$ cat config.mk
export PLATFORM = sky130hd
export DESIGN_NAME = binary_prob_merge_core
export DESIGN_NICKNAME = d
export VERILOG_FILES = /design/src/rtl/core/bpm_pkg.sv /design/src/rtl/core/bpm_front.sv /design/src/rtl/core/bpm_back.sv /design/src/rtl/core/binary_prob_merge_core.sv
export SDC_FILE = /design/constraint.sdc
export NUM_CORES = 2
export LEC_CHECK = 0
export ABC_AREA = 1
export BUFFER_PORTS_ARGS = -buffer_cell sky130_fd_sc_hd__buf_4
export CAP_MARGIN = 20
export CORE_MARGIN = 4
export CORE_UTILIZATION = 60
export CTS_BUF_LIST = sky130_fd_sc_hd__clkbuf_4 sky130_fd_sc_hd__clkbuf_8 sky130_fd_sc_hd__clkbuf_16
export DETAILED_ROUTE_END_ITERATION = 6
export PLACE_DENSITY = 0.76
export SKIP_CTS_REPAIR_TIMING = 1
export SLEW_MARGIN = 20
export SYNTH_ARGS = -nofsm -noshare
export SYNTH_HDL_FRONTEND = slang
export SYNTH_SLANG_ARGS = --single-unit
$ cat constraint.sdc
create_clock -name clk -period 15.7 [get_ports clk]
set_input_delay 3.14 -clock clk [delete_from_list [all_inputs] [get_ports clk]]
set_output_delay 3.14 -clock clk [all_outputs]
set_load 0.1 [all_outputs]
$ cat src/rtl/core/bpm_pkg.sv
// Shared types, constants and the mode weight table for the probability merge core.
`default_nettype none
package bpm_pkg;

  // Count and datapath widths
  localparam int COUNT_BITS = 24;
  localparam int PROB_W     = 8;
  localparam int TOTAL_W    = COUNT_BITS + 1;
  // count_zero*256 + total/2 fits in COUNT_BITS+9 bits
  localparam int NUM_W      = COUNT_BITS + 9;
  // estimate quotient is at most 256
  localparam int EST_QW     = 9;
  // coefficient factor quotient is at most 255
  localparam int FAC_QW     = 8;
  localparam int FAC_NUM_W  = 2 * PROB_W;

  // Front queue between classifier and datapath
  localparam int FQ_DEPTH   = 4;
  localparam int FQ_PTR_W   = $clog2(FQ_DEPTH);
  localparam int FQ_CNT_W   = FQ_PTR_W + 1;

  // Result queue; must cover the datapath latency for full rate
  localparam int OQ_DEPTH   = 16;
  localparam int OQ_PTR_W   = $clog2(OQ_DEPTH);
  localparam int OQ_CNT_W   = OQ_PTR_W + 1;

  // Mode table
  localparam int MODE_TABLE_LAST = 20;
  localparam int MODE_IDX_W      = 5;

  // Configuration register indexes and reset values
  localparam logic REG_COEF_COUNT_SAT     = 1'b0;
  localparam logic REG_COEF_UPDATE_FACTOR = 1'b1;
  localparam logic [PROB_W-1:0] COEF_COUNT_SAT_RST     = 8'd24;
  localparam logic [PROB_W-1:0] COEF_UPDATE_FACTOR_RST = 8'd112;

  // Classified item held in the front queue
  typedef struct packed {
    logic                  cmd;
    logic [PROB_W-1:0]     prior;
    logic [COUNT_BITS-1:0] count_zero;
    logic [TOTAL_W-1:0]    total;
    // mode weight, or min(total, saturation) in coefficient mode
    logic [PROB_W-1:0]     wsel;
  } item_t;

  // One stage of the divider pipeline
  typedef struct packed {
    logic                 cmd;
    logic [PROB_W-1:0]    prior;
    logic [PROB_W-1:0]    weight;
    logic [TOTAL_W-1:0]   est_div;
    logic [NUM_W-1:0]     est_rem;
    logic [EST_QW-1:0]    est_q;
    logic [FAC_NUM_W-1:0] fac_rem;
    logic [FAC_QW-1:0]    fac_q;
  } div_stage_t;

  // Back end occupancy
  typedef struct packed {
    logic [OQ_CNT_W-1:0] reserved;
    logic [OQ_CNT_W-1:0] held;
  } back_status_t;

  // Mode/mv update weight by min(total, 20)
  function automatic logic [PROB_W-1:0] mode_weight(input logic [MODE_IDX_W-1:0] idx);
    logic [PROB_W-1:0] w;
    case (idx)
      5'd0:    w = 8'd0;
      5'd1:    w = 8'd6;
      5'd2:    w = 8'd12;
      5'd3:    w = 8'd19;
      5'd4:    w = 8'd25;
      5'd5:    w = 8'd32;
      5'd6:    w = 8'd38;
      5'd7:    w = 8'd44;
      5'd8:    w = 8'd51;
      5'd9:    w = 8'd57;
      5'd10:   w = 8'd64;
      5'd11:   w = 8'd70;
      5'd12:   w = 8'd76;
      5'd13:   w = 8'd83;
      5'd14:   w = 8'd89;
      5'd15:   w = 8'd96;
      5'd16:   w = 8'd102;
      5'd17:   w = 8'd108;
      5'd18:   w = 8'd115;
      5'd19:   w = 8'd121;
      5'd20:   w = 8'd128;
      default: w = 8'd128;
    endcase
    return w;
  endfunction

endpackage
`default_nettype wire

$ cat src/rtl/core/bpm_front.sv
// Front end: takes items, sums and classifies the counts, and queues them for the datapath.
`default_nettype none
module bpm_front (
  input  wire logic                            clk,
  input  wire logic                            rst,
  input  wire logic                            push,
  output logic                                 full,
  input  wire logic                            cmd,
  input  wire logic [bpm_pkg::PROB_W-1:0]      prior_prob,
  input  wire logic [bpm_pkg::COUNT_BITS-1:0]  count_zero,
  input  wire logic [bpm_pkg::COUNT_BITS-1:0]  count_one,
  input  wire logic [bpm_pkg::PROB_W-1:0]      sat_eff,
  input  wire logic                            q_pop,
  output logic                                 q_valid,
  output bpm_pkg::item_t                       q_item
);
  import bpm_pkg::*;

  logic [TOTAL_W-1:0]    total;
  logic [MODE_IDX_W-1:0] mode_idx;
  logic [PROB_W-1:0]     coef_cnt;
  item_t                 item_in;
  logic                  push_ok;

  item_t                 fq [FQ_DEPTH];
  logic [FQ_PTR_W-1:0]   wr_ptr;
  logic [FQ_PTR_W-1:0]   rd_ptr;
  logic [FQ_CNT_W-1:0]   count;

  // Classify: total, table index and capped coefficient count
  always_comb begin
    total    = {1'b0, count_zero} + {1'b0, count_one};
    mode_idx = (total > TOTAL_W'(MODE_TABLE_LAST)) ? MODE_IDX_W'(MODE_TABLE_LAST)
                                                  : total[MODE_IDX_W-1:0];
    coef_cnt = (total > {{(TOTAL_W-PROB_W){1'b0}}, sat_eff}) ? sat_eff
                                                             : total[PROB_W-1:0];
    item_in.cmd        = cmd;
    item_in.prior      = prior_prob;
    item_in.count_zero = count_zero;
    item_in.total      = total;
    item_in.wsel       = cmd ? coef_cnt : mode_weight(mode_idx);
  end

  assign full    = (count == FQ_CNT_W'(FQ_DEPTH));
  assign q_valid = (count != '0);
  assign push_ok = push && !full;
  assign q_item  = fq[rd_ptr];

  // Queue storage
  always_ff @(posedge clk) begin
    if (push_ok) begin
      fq[wr_ptr] <= item_in;
    end
  end

  // Queue pointers and fill count
  always_ff @(posedge clk) begin
    if (rst) begin
      wr_ptr <= '0;
      rd_ptr <= '0;
      count  <= '0;
    end else begin
      if (push_ok) begin
        wr_ptr <= wr_ptr + 1'b1;
      end
      if (q_pop) begin
        rd_ptr <= rd_ptr + 1'b1;
      end
      case ({push_ok, q_pop})
        2'b10:   count <= count + 1'b1;
        2'b01:   count <= count - 1'b1;
        default: count <= count;
      endcase
    end
  end

endmodule
`default_nettype wire

$ cat src/rtl/core/bpm_back.sv
// Back end: pipelined dividers for estimate and factor, blend, and the result queue.
`default_nettype none
module bpm_back (
  input  wire logic                        clk,
  input  wire logic                        rst,
  input  wire logic                        q_valid,
  input  wire bpm_pkg::item_t              q_item,
  output logic                             q_pop,
  input  wire logic [bpm_pkg::PROB_W-1:0]  factor_max,
  input  wire logic [bpm_pkg::PROB_W-1:0]  sat_eff,
  output logic                             empty,
  input  wire logic                        pop,
  output logic [bpm_pkg::PROB_W-1:0]       merged_prob,
  output bpm_pkg::back_status_t            status
);
  import bpm_pkg::*;

  logic              issue;
  logic              out_pop;
  logic [EST_QW:0]   dv;
  div_stage_t        ds [EST_QW+1];

  logic [PROB_W-1:0] est_clip;
  logic [PROB_W-1:0] f_sel;
  logic [PROB_W:0]   inv_f;
  logic              pv;
  logic [16:0]       pa;
  logic [15:0]       pb;
  logic [16:0]       acc;

  logic [PROB_W-1:0]   oq [OQ_DEPTH];
  logic [OQ_PTR_W-1:0] wr_ptr;
  logic [OQ_PTR_W-1:0] rd_ptr;
  logic [OQ_CNT_W-1:0] held;
  logic [OQ_CNT_W-1:0] reserved;

  // Take an item only when its result has a guaranteed slot
  assign issue   = q_valid && (reserved < OQ_CNT_W'(OQ_DEPTH));
  assign q_pop   = issue;
  assign out_pop = pop && !empty;

  // Stage 0: dividend setup and factor numerator
  always_ff @(posedge clk) begin
    if (issue) begin
      ds[0].cmd     <= q_item.cmd;
      ds[0].prior   <= q_item.prior;
      ds[0].weight  <= q_item.wsel;
      ds[0].est_div <= q_item.total;
      ds[0].est_rem <= {1'b0, q_item.count_zero, 8'b0}
                     + {{(NUM_W-TOTAL_W+1){1'b0}}, q_item.total[TOTAL_W-1:1]};
      ds[0].est_q   <= '0;
      ds[0].fac_rem <= FAC_NUM_W'(factor_max) * FAC_NUM_W'(q_item.wsel);
      ds[0].fac_q   <= '0;
    end
  end

  // Restoring division, one estimate quotient bit per stage; the factor divider takes one bit per stage up to FAC_QW
  for (genvar k = 1; k <= EST_QW; k++) begin : g_div
    localparam int ESH = EST_QW - k;
    logic [NUM_W:0]          est_d;
    logic [FAC_NUM_W-1:0]    fac_rem_next;
    logic [FAC_QW-1:0]       fac_q_next;
    div_stage_t              st;

    assign est_d = {{(NUM_W+1-TOTAL_W){1'b0}}, ds[k-1].est_div} << ESH;

    if (k <= FAC_QW) begin : g_fac
      localparam int FSH = FAC_QW - k;
      logic [FAC_NUM_W:0] fac_d;
      assign fac_d = {{(FAC_NUM_W+1-PROB_W){1'b0}}, sat_eff} << FSH;
      always_comb begin
        fac_rem_next = ds[k-1].fac_rem;
        fac_q_next   = ds[k-1].fac_q;
        if ({1'b0, ds[k-1].fac_rem} >= fac_d) begin
          fac_rem_next    = ds[k-1].fac_rem - fac_d[FAC_NUM_W-1:0];
          fac_q_next[FSH] = 1'b1;
        end
      end
    end else begin : g_fac_pass
      assign fac_rem_next = ds[k-1].fac_rem;
      assign fac_q_next   = ds[k-1].fac_q;
    end

    always_comb begin
      st         = ds[k-1];
      st.fac_rem = fac_rem_next;
      st.fac_q   = fac_q_next;
      if ({1'b0, ds[k-1].est_rem} >= est_d) begin
        st.est_rem      = ds[k-1].est_rem - est_d[NUM_W-1:0];
        st.est_q[ESH]   = 1'b1;
      end
    end

    always_ff @(posedge clk) begin
      ds[k] <= st;
    end
  end

  // Stage valid bits
  always_ff @(posedge clk) begin
    if (rst) begin
      dv <= '0;
      pv <= 1'b0;
    end else begin
      dv <= {dv[EST_QW-1:0], issue};
      pv <= dv[EST_QW];
    end
  end

  // Clip the estimate to 1..255 and pick the weight
  always_comb begin
    if (ds[EST_QW].est_q[EST_QW-1]) begin
      est_clip = 8'd255;
    end else if (ds[EST_QW].est_q[PROB_W-1:0] == '0) begin
      est_clip = 8'd1;
    end else begin
      est_clip = ds[EST_QW].est_q[PROB_W-1:0];
    end
    f_sel = ds[EST_QW].cmd ? ds[EST_QW].fac_q : ds[EST_QW].weight;
    inv_f = 9'd256 - {1'b0, f_sel};
  end

  // Blend products
  always_ff @(posedge clk) begin
    pa <= 17'(ds[EST_QW].prior) * 17'(inv_f);
    pb <= 16'(est_clip) * 16'(f_sel);
  end

  assign acc = pa + {1'b0, pb} + 17'd128;

  // Result queue storage
  always_ff @(posedge clk) begin
    if (pv) begin
      oq[wr_ptr] <= acc[15:8];
    end
  end

  // Result queue pointers, fill and credit counts
  always_ff @(posedge clk) begin
    if (rst) begin
      wr_ptr   <= '0;
      rd_ptr   <= '0;
      held     <= '0;
      reserved <= '0;
    end else begin
      if (pv) begin
        wr_ptr <= wr_ptr + 1'b1;
      end
      if (out_pop) begin
        rd_ptr <= rd_ptr + 1'b1;
      end
      case ({pv, out_pop})
        2'b10:   held <= held + 1'b1;
        2'b01:   held <= held - 1'b1;
        default: held <= held;
      endcase
      case ({issue, out_pop})
        2'b10:   reserved <= reserved + 1'b1;
        2'b01:   reserved <= reserved - 1'b1;
        default: reserved <= reserved;
      endcase
    end
  end

  assign empty           = (held == '0);
  assign merged_prob     = oq[rd_ptr];
  assign status.reserved = reserved;
  assign status.held     = held;

endmodule
`default_nettype wire

$ cat src/rtl/core/binary_prob_merge_core.sv
// Binary probability merge core: adapts one 8-bit zero-branch probability from a prior and
// two 24-bit branch counts, in mode/mv form (fixed 21-entry weight table) or coefficient
// form (weight = max weight * min(total, saturation) / saturation). Both sides are
// queues: push/full in, empty/pop out. One item is taken per cycle while the result queue has
// a free slot to reserve; an item leaves the 4-entry input queue into the setup register, passes
// the 9-stage restoring divider that forms the count estimate (one quotient bit per stage,
// the factor divider runs alongside), then the product register and the queue write. The
// 16-entry result queue reserves a slot for every item in flight, so the input keeps flowing
// while results wait to be popped, until every slot is reserved.
// Configuration writes are always ready and must only happen while the core is idle.
`default_nettype none
module binary_prob_merge_core (
  input  wire logic                            clk,
  input  wire logic                            rst,
  input  wire logic                            push,
  output logic                                 full,
  input  wire logic                            cmd,
  input  wire logic [bpm_pkg::PROB_W-1:0]      prior_prob,
  input  wire logic [bpm_pkg::COUNT_BITS-1:0]  count_zero,
  input  wire logic [bpm_pkg::COUNT_BITS-1:0]  count_one,
  output logic                                 empty,
  input  wire logic                            pop,
  output logic [bpm_pkg::PROB_W-1:0]           merged_prob,
  input  wire logic                            cfg_valid,
  output logic                                 cfg_ready,
  input  wire logic                            cfg_index,
  input  wire logic [bpm_pkg::PROB_W-1:0]      cfg_data
);
  import bpm_pkg::*;

  logic [PROB_W-1:0] coef_count_saturation;
  logic [PROB_W-1:0] coef_update_factor;
  logic [PROB_W-1:0] sat_eff;
  logic              q_valid;
  logic              q_pop;
  item_t             q_item;
  back_status_t      bk_status;

  // Configuration registers
  assign cfg_ready = 1'b1;

  always_ff @(posedge clk) begin
    if (rst) begin
      coef_count_saturation <= COEF_COUNT_SAT_RST;
      coef_update_factor    <= COEF_UPDATE_FACTOR_RST;
    end else if (cfg_valid && cfg_ready) begin
      case (cfg_index)
        REG_COEF_COUNT_SAT:     coef_count_saturation <= cfg_data;
        REG_COEF_UPDATE_FACTOR: coef_update_factor    <= cfg_data;
        default: ;
      endcase
    end
  end

  // Zero saturation acts as one
  assign sat_eff = (coef_count_saturation == '0) ? 8'd1 : coef_count_saturation;

  bpm_front u_front (
    .clk        (clk),
    .rst        (rst),
    .push       (push),
    .full       (full),
    .cmd        (cmd),
    .prior_prob (prior_prob),
    .count_zero (count_zero),
    .count_one  (count_one),
    .sat_eff    (sat_eff),
    .q_pop      (q_pop),
    .q_valid    (q_valid),
    .q_item     (q_item)
  );

  bpm_back u_back (
    .clk           (clk),
    .rst           (rst),
    .q_valid       (q_valid),
    .q_item        (q_item),
    .q_pop         (q_pop),
    .factor_max    (coef_update_factor),
    .sat_eff       (sat_eff),
    .empty         (empty),
    .pop           (pop),
    .merged_prob   (merged_prob),
    .status        (bk_status)
  );

`ifndef ASSERT_OFF
  // Back end never takes from an empty front queue
  a_pop_nonempty: assert property (@(posedge clk) disable iff (rst)
    q_pop |-> q_valid)
    else $error("back end popped an empty front queue");

  // An accepted item is in the front queue on the next cycle
  a_push_lands: assert property (@(posedge clk) disable iff (rst)
    (push && !full) |=> q_valid)
    else $error("accepted item missing from front queue");

  // Results held never exceed the slots reserved for them
  a_held_le_reserved: assert property (@(posedge clk) disable iff (rst)
    bk_status.held <= bk_status.reserved)
    else $error("result queue holds more than reserved");

  // Credit never exceeds the result queue depth
  a_reserved_bound: assert property (@(posedge clk) disable iff (rst)
    bk_status.reserved <= OQ_CNT_W'(OQ_DEPTH))
    else $error("result queue credit overrun");
`endif

endmodule
`default_nettype wire
==> results.md <==
- Post-synthesis xor/xnor area fraction: 4.54%
- Main synth FF type: dfxtp_1
- DRT iter0 DRCs: 2,859
- Core area: 105,000 µm²
- Crit-path max cell delay: 0.80 ns
- Largest family of logic cells by synthesized area: adder cells
- Status: completed
- Max-cap violations: 0
- Routed Antenna Nets: 0
- PortBufs: 80
- Hpwl dp: 102,000 µm
- # fillers: 8,239
- Max-Slew Margin vs Limit: 29.1%
- Rows: 119
- Tightest Hold Check Type: flip-flop to flip-flop
- Drt total wl: 138,000 µm
- Pre-CTS WS: 8.54 ns
- Worst path required time: 16.21 ns
- First-pass GRT wire length: 224,000 µm
- Io pins: 82
- Critical path's slowest cell: dfxtp_4
- CP max FO: 94
- Register Area: 31,700 µm²
- CTS Root Cell: clkbuf_16
- Area Overhead vs Synth: 11.1%
- Synth Instances: 6,868
- Netlist cell types: 69
- Hold_sp: u_back.ds[6][28]$_DFF_P_
- Die area: 112,000 µm²
- Avg Cell Area, Syn: 9.29 µm²
- Largest cells by area after synthesis: dfxtp_1 (27%), edfxtp_1 (22%), ha_1 (9.7%)
- Layout cell share with drive strength beyond 1: 5.72%
- CTS tree: built
- Setup total negative slack: 0 ns
- Post-synthesis mux area share: 0.551%
- Die Ht: 334 µm
- # DRC: 0
- Post-synth ARST share: 0%
- RSZ-0062 raised after global routing: no
- Final Max Tran Viols: 0
- Crit Path Category: flip-flop to flip-flop
- Compound-Gate Fraction of Synth Area: 11.3%
- Nets: 7,688
- Via-per-instance ratio: 5.34
- Crit start category: flip-flop
- Global route total overflow: 0
- Register area share after synthesis: 49.7%
- Post-synth EDFFs: 475
- Largest net degree at the start of global routing: 95
- Vias in the first global route: 45,100
- Achievable Freq: 0.149 GHz
- Die width: 334 µm
- WHS: 0.317 ns
- Fin worst setup slack: 8.97 ns
- Clk sinks: 1,347
- Synthesized flop and latch total: 1,347
- Worst Skew: 0.0312 ns
- Top-area cell type share of the netlist area: 27.4%
- Clock Latency Late Sink: 0.76 ns
- Num CTS Buffers: 139
- DR vias: 45,400
- CTS clk-pin slew, worst paths: 0.06 ns
- Dominant cell type by area after synthesis: dfxtp_1
- Area of the multi-input gates: 27,900 µm²
- Final Hold Fails: 0
- Synth Cell Area: 63,800 µm²
- Syn nets: 7,566
- Placed insts: 8,239
- Global Route Usage Sum: 24.7%
- Worst-margin pin slew: 1.06 ns
- Initial Util: 60.5%
- Warnings, synthesis: 0
- Maximum root-to-sink buffer count: 3
- CTS H-Tree Depth: 4
- Initial antenna violation count: 3
- Finished Layout Cells: 8,493
- DR pass1 iterations: 6
- Final critical-path share of the clock period: 42.9%
- Fin crit period: 6.73 ns
- Post-Synth Simple-Gate Area: 13.4%
- Worst path arrival time: 7.24 ns
- Gpl congestion: 0.904
- Critical path cell sequence: clkinv_2, buf_4, nand2_1, nand3_1, nand2_1, inv_1, nand2_1, fa_1, fa_1, inv_1, fa_1, inv_1, fa_1, inv_1, ha_1, a21oi_1, o21bai_1, a21oi_1, o21bai_1, a21o_1, a21oi_1, o21ai_0, xor2_1
- Final number of setup-violating endpoints: 0
- Nature of the critical path endpoint: flip-flop
- Avg WL per Cell: 16.3 µm
- Adder-cell share of the synthesized area: 13.9%
==> sequential cells by signal (all words and copies together), names as in the netlist, named ones only <==
| register | cells |
|---|---|
| u_back.pv | 1 |
| u_front.wr_ptr | 2 |
| u_back.pb | 16 |
| u_back.held | 5 |
| u_back.ds | 865 |
| u_back.reserved | 5 |
| u_back.dv | 10 |
| u_back.pa | 16 |
| u_front.rd_ptr | 2 |
| u_back.oq | 128 |
| coef_update_factor | 8 |
| u_back.rd_ptr | 4 |
| u_front.count | 3 |
| coef_count_saturation | 8 |
| u_front.fq | 264 |
| u_back.wr_ptr | 4 |
==> kinds of logic (layout without fill, tap and decap cells) <==
logic type | Yosys count | after routing
other | 1 | 3
muxes | 35 | 35
xor gates and xnor gates | 331 | 331
and+or+nand+nor | 2099 | 2099
buffers and inverters | 1117 | 1349
adders and majority gates | 627 | 627
DFF | 1347 | 1347
AOI/OAI and AO/OA | 1311 | 1311
==> Yosys cell counts, types with 20 or more instances <==
cell      count
a21o_1       23
a21oi_1     486
a31oi_1      28
buf_2        20
clkbuf_1     96
dfxtp_1     872
edfxtp_1    475
fa_1        133
ha_1        494
inv_1       976
mux2i_1      34
nand2_1    1143
nand3_1     179
nand4_1      44
nor2_1      598
nor3_1       46
nor4_1       32
o211ai_1     51
o21ai_0     529
o21ai_1      30
o22ai_1      54
xnor2_1     170
xor2_1      161
==> routing by layer <==
layer / vias up / track usage [%] / routed length (µm) / share of wire (%)
li1: 23000 / - / - / -
met4: 0 / 7.58 / 3640 / 2.6
met1: 21100 / 31.5 / 60300 / 44
met5: - / 0 / 0 / 0
met2: 1064 / 43.5 / 68000 / 49
met3: 258 / 3.63 / 6290 / 4.5
==> placed cells by master (no fill, tap or decap), types with 18 or more instances in the layout <==
cell,n
nand2_1,1143
o22ai_1,54
nor2_1,594
o211ai_1,51
nor4_1,32
nand3_1,178
nor3_1,46
a21oi_1,485
dfxtp_1,869
fa_1,133
clkbuf_4,27
inv_1,974
buf_4,108
nand4_1,44
or2_2,18
edfxtp_1,475
clkbuf_8,24
mux2i_1,34
a21o_1,23
xnor2_1,170
xor2_1,161
o21ai_1,30
clkbuf_16,139
o21ai_0,529
ha_1,494
a31oi_1,27
==> layout make-up <==
class	count	share of cell area, %
Clock buffer	190	5.66
Antenna cell	2	0.00706
Inverter	987	5.23
Multi-Input combinational cell	4404	39.3
Clock inverter	61	1.27
Tap cell	1391	2.46
Timing Repair Buffer	111	1.24
Sequential cell	1347	44.8
==> metrics by stage <==
step / area [µm²] / util, %
global route: 70900 / 67.2
global placement: 65900 / 62.5
CTS: 70800 / 67.2
floorplan: 63800 / -
finish: 70900 / 67.2
detailed placement: 65900 / 62.5
==> critical path, delay by kind of cell, from the launching register on <==
family	cells	cell delay [ns]
adders and majority gates	5	2.29
DFF	1	0.80
xor gates and xnor gates	1	0.15
buffers and inverters	6	1.50
AOI/OAI and AO/OA	7	1.01
and+or+nand+nor	4	0.66
==> path summary, 6_finish.rpt <==
check | end | cells past startpoint | slack (ns)
worst max register to register | u_back.ds[0][23]$_DFFE_PP_ | 23 | 8.97
worst min register to register | u_back.ds[7][28]$_DFF_P_ | 0 | 0.32
worst min-delay path | u_back.ds[7][28]$_DFF_P_ | 0 | 0.32
worst max-delay path | u_back.ds[0][23]$_DFFE_PP_ | 23 | 8.97
Power is not shown: default switching activity piles up to over one toggle a cycle in this logic, so the estimate is an artifact.
